<file path="config.mk">
export PLATFORM = sky130hd
export DESIGN_NAME = min_max_priority_queue
export DESIGN_NICKNAME = d
export VERILOG_FILES = /design/src/rtl/core/mmpq_pkg.sv /design/src/rtl/core/mmpq_store.sv /design/src/rtl/core/min_max_priority_queue.sv
export SDC_FILE = /design/constraint.sdc
export NUM_CORES = 1
export LEC_CHECK = 0
export ABC_CLOCK_PERIOD_IN_PS = 7100
export BUFFER_PORTS_ARGS = -buffer_cell sky130_fd_sc_hd__buf_2
export CORE_MARGIN = 1
export CORE_UTILIZATION = 50
export DETAILED_ROUTE_END_ITERATION = 8
export PLACE_DENSITY = 0.76
export SLEW_MARGIN = 20
export SYNTH_ARGS = -nofsm -noshare
export SYNTH_HDL_FRONTEND = slang
export SYNTH_SLANG_ARGS = --single-unit
</file>
<file path="constraint.sdc">
create_clock -name clk -period 7.1 [get_ports clk]
set_clock_uncertainty 0.1 [all_clocks]
set_input_delay 0.355 -clock clk [delete_from_list [all_inputs] [get_ports clk]]
set_output_delay 0.355 -clock clk [all_outputs]
set_load 0.005 [all_outputs]
</file>
<file path="src/rtl/core/mmpq_pkg.sv">
// shared constants for the min/max priority queue
package mmpq_pkg;

  localparam int CAPACITY_DEF = 8;
  localparam int VAL_W        = 32;
  localparam int OP_W         = 2;
  localparam int ST_W         = 2;
  localparam int OCC_W        = 4;
  localparam int OUT_DATA_W   = 40;

  localparam logic [OP_W-1:0] OP_INSERT = 2'd0;
  localparam logic [OP_W-1:0] OP_RMIN   = 2'd1;
  localparam logic [OP_W-1:0] OP_RMAX   = 2'd2;

  localparam logic [ST_W-1:0] ST_OK    = 2'd0;
  localparam logic [ST_W-1:0] ST_FULL  = 2'd1;
  localparam logic [ST_W-1:0] ST_EMPTY = 2'd2;

  typedef logic signed [VAL_W-1:0] val_t;

endpackage

</file>
<file path="src/rtl/core/mmpq_store.sv">
// entry memory: one write port, one registered read port
module mmpq_store #(
  parameter int DEPTH = mmpq_pkg::CAPACITY_DEF,
  parameter int AW    = $clog2(DEPTH)
) (
  input  logic           clk,
  input  logic           we,
  input  logic [AW-1:0]  waddr,
  input  mmpq_pkg::val_t wdata,
  input  logic [AW-1:0]  raddr,
  output mmpq_pkg::val_t rdata
);

  mmpq_pkg::val_t mem [DEPTH];
  mmpq_pkg::val_t rdata_r;

  always_ff @(posedge clk) begin
    if (we) begin
      mem[waddr] <= wdata;
    end
  end

  always_ff @(posedge clk) begin
    rdata_r <= mem[raddr];
  end

  assign rdata = rdata_r;

endmodule

</file>
<file path="src/rtl/core/min_max_priority_queue.sv">
// double-ended priority queue over an unsorted entry memory
// insert, unused opcode or error result: goes straight to S_FIN, which registers the result once the output is free
// removal: S_SCAN reads all count entries past one comparator, then S_SHIFT moves the entries
// above the removed one down through the memory's one read port and one write port, then S_FIN
// one request at a time, next one taken the cycle after its result is registered
// reset (synchronous, active low) empties the queue; entry memory is not cleared
module min_max_priority_queue #(
  parameter int CAPACITY = mmpq_pkg::CAPACITY_DEF
) (
  input  logic                             clk,
  input  logic                             rst_n,
  input  logic                             in_tvalid,
  output logic                             in_tready,
  input  logic [mmpq_pkg::VAL_W-1:0]       in_tdata,   // value
  input  logic [mmpq_pkg::OP_W-1:0]        in_tuser,   // opcode
  output logic                             out_tvalid,
  input  logic                             out_tready,
  output logic [mmpq_pkg::OUT_DATA_W-1:0]  out_tdata,  // removed_value, occupancy, zero pad
  output logic [mmpq_pkg::ST_W-1:0]        out_tuser   // status
);

  localparam int CW = $clog2(CAPACITY + 1);
  localparam int AW = $clog2(CAPACITY);

  localparam logic [1:0] S_IDLE  = 2'd0;
  localparam logic [1:0] S_SCAN  = 2'd1;
  localparam logic [1:0] S_SHIFT = 2'd2;
  localparam logic [1:0] S_FIN   = 2'd3;

  logic [1:0]                  state_r, state_nxt;
  logic [CW-1:0]               count_r, count_nxt;
  logic [mmpq_pkg::OP_W-1:0]   op_r, op_nxt;
  logic [mmpq_pkg::ST_W-1:0]   st_r, st_nxt;
  mmpq_pkg::val_t              best_r, best_nxt;
  logic [CW-1:0]               pos_r, pos_nxt;
  logic [CW-1:0]               rx_r, rx_nxt;
  logic [CW-1:0]               sh_r, sh_nxt;
  logic                        pv_r, pv_nxt;
  logic                        out_tvalid_r, out_tvalid_nxt;
  logic [mmpq_pkg::OUT_DATA_W-1:0] out_data_r, out_data_nxt;
  logic [mmpq_pkg::ST_W-1:0]   out_user_r, out_user_nxt;

  logic                        we;
  logic [AW-1:0]               waddr;
  mmpq_pkg::val_t              wdata;
  logic [AW-1:0]               raddr;
  mmpq_pkg::val_t              rd_data;

  logic                        better;
  logic [CW-1:0]               rx_inc;
  logic [CW-1:0]               s_cur;
  logic [CW-1:0]               s_inc;

  mmpq_store #(
    .DEPTH (CAPACITY),
    .AW    (AW)
  ) u_store (
    .clk   (clk),
    .we    (we),
    .waddr (waddr),
    .wdata (wdata),
    .raddr (raddr),
    .rdata (rd_data)
  );

  assign in_tready  = (state_r == S_IDLE);
  assign out_tvalid = out_tvalid_r;
  assign out_tdata  = out_data_r;
  assign out_tuser  = out_user_r;

  assign rx_inc = rx_r + CW'(1);
  assign s_cur  = pv_r ? (sh_r + CW'(1)) : sh_r;
  assign s_inc  = s_cur + CW'(1);

  always_comb begin
    if (rx_r == '0) begin
      better = 1'b1;
    end else if (op_r == mmpq_pkg::OP_RMAX) begin
      better = best_r < rd_data;
    end else begin
      better = rd_data < best_r;
    end
  end

  always_comb begin
    state_nxt      = state_r;
    count_nxt      = count_r;
    op_nxt         = op_r;
    st_nxt         = st_r;
    best_nxt       = best_r;
    pos_nxt        = pos_r;
    rx_nxt         = rx_r;
    sh_nxt         = sh_r;
    pv_nxt         = pv_r;
    out_tvalid_nxt = out_tvalid_r && !out_tready;
    out_data_nxt   = out_data_r;
    out_user_nxt   = out_user_r;
    we             = 1'b0;
    waddr          = '0;
    wdata          = '0;
    raddr          = '0;

    case (state_r)
      S_IDLE: begin
        if (in_tvalid) begin
          op_nxt   = in_tuser;
          best_nxt = '0;
          st_nxt   = mmpq_pkg::ST_OK;
          case (in_tuser)
            mmpq_pkg::OP_INSERT: begin
              if (count_r >= CW'(CAPACITY)) begin
                st_nxt = mmpq_pkg::ST_FULL;
              end else begin
                we        = 1'b1;
                waddr     = count_r[AW-1:0];
                wdata     = in_tdata;
                count_nxt = count_r + CW'(1);
              end
              state_nxt = S_FIN;
            end
            mmpq_pkg::OP_RMIN, mmpq_pkg::OP_RMAX: begin
              if (count_r == '0) begin
                st_nxt    = mmpq_pkg::ST_EMPTY;
                state_nxt = S_FIN;
              end else begin
                raddr     = '0;
                rx_nxt    = '0;
                state_nxt = S_SCAN;
              end
            end
            default: begin
              state_nxt = S_FIN;
            end
          endcase
        end
      end
      S_SCAN: begin
        if (better) begin
          best_nxt = rd_data;
          pos_nxt  = rx_r;
        end
        raddr = rx_inc[AW-1:0];
        if (rx_inc == count_r) begin
          sh_nxt    = better ? rx_r : pos_r;
          pv_nxt    = 1'b0;
          state_nxt = S_SHIFT;
        end else begin
          rx_nxt = rx_inc;
        end
      end
      S_SHIFT: begin
        if (pv_r) begin
          we    = 1'b1;
          waddr = sh_r[AW-1:0];
          wdata = rd_data;
        end
        sh_nxt = s_cur;
        if (s_inc < count_r) begin
          raddr  = s_inc[AW-1:0];
          pv_nxt = 1'b1;
        end else begin
          pv_nxt    = 1'b0;
          count_nxt = count_r - CW'(1);
          state_nxt = S_FIN;
        end
      end
      S_FIN: begin
        if (!out_tvalid_r || out_tready) begin
          out_tvalid_nxt = 1'b1;
          out_data_nxt   = {4'b0000, mmpq_pkg::OCC_W'(count_r), best_r};
          out_user_nxt   = st_r;
          state_nxt      = S_IDLE;
        end
      end
      default: begin
        state_nxt = S_IDLE;
      end
    endcase
  end

  always_ff @(posedge clk) begin
    if (!rst_n) begin
      state_r      <= S_IDLE;
      count_r      <= '0;
      out_tvalid_r <= 1'b0;
      pv_r         <= 1'b0;
    end else begin
      state_r      <= state_nxt;
      count_r      <= count_nxt;
      out_tvalid_r <= out_tvalid_nxt;
      pv_r         <= pv_nxt;
    end
  end

  always_ff @(posedge clk) begin
    op_r       <= op_nxt;
    st_r       <= st_nxt;
    best_r     <= best_nxt;
    pos_r      <= pos_nxt;
    rx_r       <= rx_nxt;
    sh_r       <= sh_nxt;
    out_data_r <= out_data_nxt;
    out_user_r <= out_user_nxt;
  end

endmodule
</file>
==> out/qor.yml <==
io-pin-count: 82
first_pass_grt_wire_length_mm: 51.0
crit-reg2reg-launch: "sh_r[1]$_DFFE_PP_"
worstHoldPathType: "input pin to register"
core_region_area_sq_mm: 0.0316
drt_drc_violations_left: 0
vias_after_detailed_routing: 9075
maximum_number_of_pins_on_one_net_before_global_route_repair: 85
die_y_microns: 181
worstPathArrival_ps: 5100
maxClockFrequency_ghz: 0.208
post_cts.repair.setup_buffers: 0
hold_slack_ps: 21.7
worst-r2r-cell-count: 14
io_buffer_count: 77
max_slew.worst_pin.slew_ps: 1130
detailedPlace.worstSlack_ps: 2350
timing.rr.end: "u_store.rdata[30]$_DFF_P_"
synthDistinctLibCells: 58
worst_path_largest_cell_delay_ps: 770
grt_pass1_vias: 9021
yosys_warnings: 0
synth.ff_latch_count: 382
timing.final.max_slew_violations: 0
async_flop_share_pct: 0
layout-drive-gt1-share_pct: 21.4
cts.sink_count: 382
detailedPlacementHpwl_mm: 19.9
relSlewSlack_pct: 24.8
gp_congestion: 0.866
postSynth.topFlopCell: "edfxtp_1"
clock_latency_ps: 520
synth.cell_area_sq_mm: 0.0161
max_cap_violations: 0
setup.worst_path.end: "u_store.rdata[30]$_DFF_P_"
edff_count_synth: 342
required_ps: 7380
vdd_drop_max_mv: 0.192
synth.avg_cell_area_sq_um: 14.9
drt-initial-drc-count: 781
ctsHtreeMaxLevel: 2
tritoncts: "yes"
crit_fanout: 84
drt-pass1-iter-count: 5
final.min_clock_period_ps: 4810
setup_total_negative_slack_ps: 0
num_rows: 65
timing.final.hold_violations: 0
wire_per_inst_microns: 20.9
cts-root-to-sink-buffers: 3
most-common-layout-cells: "edfxtp_1, inv_1, buf_2"
cts-buffers-inserted: 38
worst_path_most_repeated_cell: "ha_1"
die_w_microns: 181
finalCritPeriodShare_pct: 67.8
grt_setup_unrepaired: "false"
fillCellCount: 2396
setup_slack_ps: 2290
finalNetCount: 1248
worst-r2r-setup-slack_ps: 2290
total_leakage_power_nw: 6.81
overflow: 0
synth-seq-area-share_pct: 68.9
crit_type: "register to register"
worst_setup_hold_path_clk_slew_ps: 60
starting_density_of_the_core_pct: 50.9
area_growth_syn_to_layout_pct: 13.4
cts_root_buffer: "clkbuf_16"
detail-route-antenna-nets: 0
critPathCaptureType: "register"
start_kind: "register"
drt-vias-per-instance: 5.70
antenna_violations_before_repair: 0
pwr_density_cell_mw_per_mm2: 385
timing.critical_path.cells: "ha_1 -> mux2_2 -> ha_1 -> xnor2_1 -> inv_1 -> ha_1 -> o21ai_1 -> nand2b_1 -> a211o_1 -> o22ai_4 -> buf_4 -> buf_4 -> a31oi_1 -> mux4_2"
design.die.area_sq_mm: 0.0329
critPathLaunch: "sh_r[1]$_DFFE_PP_"
detail_route.wirelength_mm: 33.3
syn-instance-count: 1077
grt_use_total_pct: 20.6
status: "finished, final reports clean"
critical-path-slowest-cell: "buf_4"
commonest_non_fill_non_tap_cell_in_the_layout: "edfxtp_1"
final_setup_violation_count: 0
==> report_power, final <==
group / internal, W / leakage (nW) / switching (W)
logic: 0.000791 / 2.61 / 0.00112
clock network: 0.00117 / 0.599 / 0.000791
registers: 0.00287 / 3.60 / 0.000281
total: 0.00483 / 6.81 / 0.00219
==> area by class of cell <==
class	count	area (sq um)	share of cell area, %
sequential	382	11100	60.8
tap	402	503	2.76
clock buffer	57	1090	6.00
clock inverter	11	130	0.714
antenna	1	2.50	0.0137
timing repair buffer	97	541	2.97
inverter	119	447	2.45
multi-input combinational	523	4430	24.3
==> how the worst min path moves through the flow <==
| stage | startpoint | to | slack, ps | cells past startpoint |
|---|---|---|---|---|
| finish | rst_n | state_r[0]$_SDFFE_PN0P_ | 20 | 3 |
| global route | rst_n | out_tvalid$_SDFF_PN0_ | 50 | 2 |
| CTS | rst_n | state_r[0]$_SDFFE_PN0P_ | 20 | 3 |
| detailed placement | st_r[1]$_DFFE_PP_ | out_tuser[1]$_DFFE_PP_ | 300 | 0 |
| global placement | st_r[0]$_DFFE_PP_ | out_tuser[0]$_DFFE_PP_ | 310 | 0 |
| floorplan | st_r[0]$_DFFE_PP_ | out_tuser[0]$_DFFE_PP_ | 300 | 0 |
==> Yosys cell counts, types with 2 or more instances <==
master | count | share of area, %
and2_1 | 41 | 1.6
a31o_2 | 4 | 0.22
a221oi_1 | 2 | 0.11
and3_1 | 3 | 0.12
mux4_2 | 32 | 4.5
nand2b_1 | 5 | 0.19
a21oi_1 | 17 | 0.53
a31oi_1 | 68 | 2.6
a22o_1 | 35 | 1.9
o21ai_0 | 15 | 0.47
mux2_2 | 53 | 3.7
nand4_1 | 6 | 0.23
a22oi_1 | 2 | 0.093
mux2_1 | 12 | 0.84
or4_1 | 2 | 0.093
a21o_1 | 4 | 0.19
nor2_1 | 83 | 1.9
a21boi_0 | 2 | 0.093
edfxtp_1 | 342 | 64
dfxtp_1 | 40 | 5.0
inv_1 | 118 | 2.8
nor4_1 | 4 | 0.16
nand3_1 | 5 | 0.16
a211oi_1 | 3 | 0.14
o21ai_1 | 4 | 0.12
o21a_1 | 3 | 0.14
a41oi_1 | 2 | 0.11
a211o_1 | 3 | 0.16
nor3_1 | 3 | 0.093
ha_1 | 48 | 3.7
clkbuf_1 | 34 | 0.79
xor2_1 | 4 | 0.22
nor2b_1 | 7 | 0.27
buf_1 | 5 | 0.12
nand2_1 | 20 | 0.47
buf_4 | 5 | 0.23
xnor2_1 | 9 | 0.49
buf_2 | 12 | 0.37
==> registers in the layout, indices dropped and copies added, names as in the netlist, 4 cells and up <==
| signal | count |
|---|---|
| u_store.mem | 256 |
| u_store.rdata | 32 |
| best_r | 32 |
| count_r | 4 |
| sh_r | 4 |
| out_tdata | 36 |
| pos_r | 4 |
| rx_r | 4 |
==> routing by layer <==
layer | part of all wire [%] | track usage, %
met1 | 44 | 28.9
met2 | 48 | 33.5
met3 | 6.3 | 3.12
met4 | 1.8 | 5.56
met5 | 0 | 0
==> stage by stage <==
step / cell area (sq um) / cells / utilization, % / power, W
6_report: 18200 / 1592 / 57.7 / 0.00702
5_1_grt: 18200 / 1591 / 57.7 / 0.00738
4_1_cts: 18200 / 1591 / 57.7 / 0.00705
3_5_place_dp: 17000 / 1521 / 53.8 / 0.00509
3_3_place_gp: 17000 / 1521 / 53.8 / 0.00501
2_1_floorplan: 16100 / 1080 / - / 0.00449
==> worst max-delay path: cells and delay by family, from the launching register on <==
family	cells	cell delay (ps)
AOI/OAI and AO/OA	4	850
DFF	1	500
adders and majority gates	3	790
muxes	2	810
buffers and inverters	3	1270
xor gates and xnor gates	1	240
and+or+nand+nor	1	60
==> cell families (layout without fill, tap and decap cells) <==
group	count (synthesis)	count (layout)	share of synthesized area, %
AOI/OAI and AO/OA	173	173	7.43
and+or+nand+nor	186	186	5.66
DFF	382	382	68.9
xor gates and xnor gates	13	13	0.709
muxes	98	98	9.10
buffers and inverters	175	284	4.30
other	1	5	0.0233
adders and majority gates	49	49	3.86
==> what timing repair did <==
item / CTS / global route
hold buffers: 2 / 0
endpoints found under the hold margin: 2 / 0
resized for setup: 0 / 0
No activity file was read; power rests on OpenSTA's default activity.
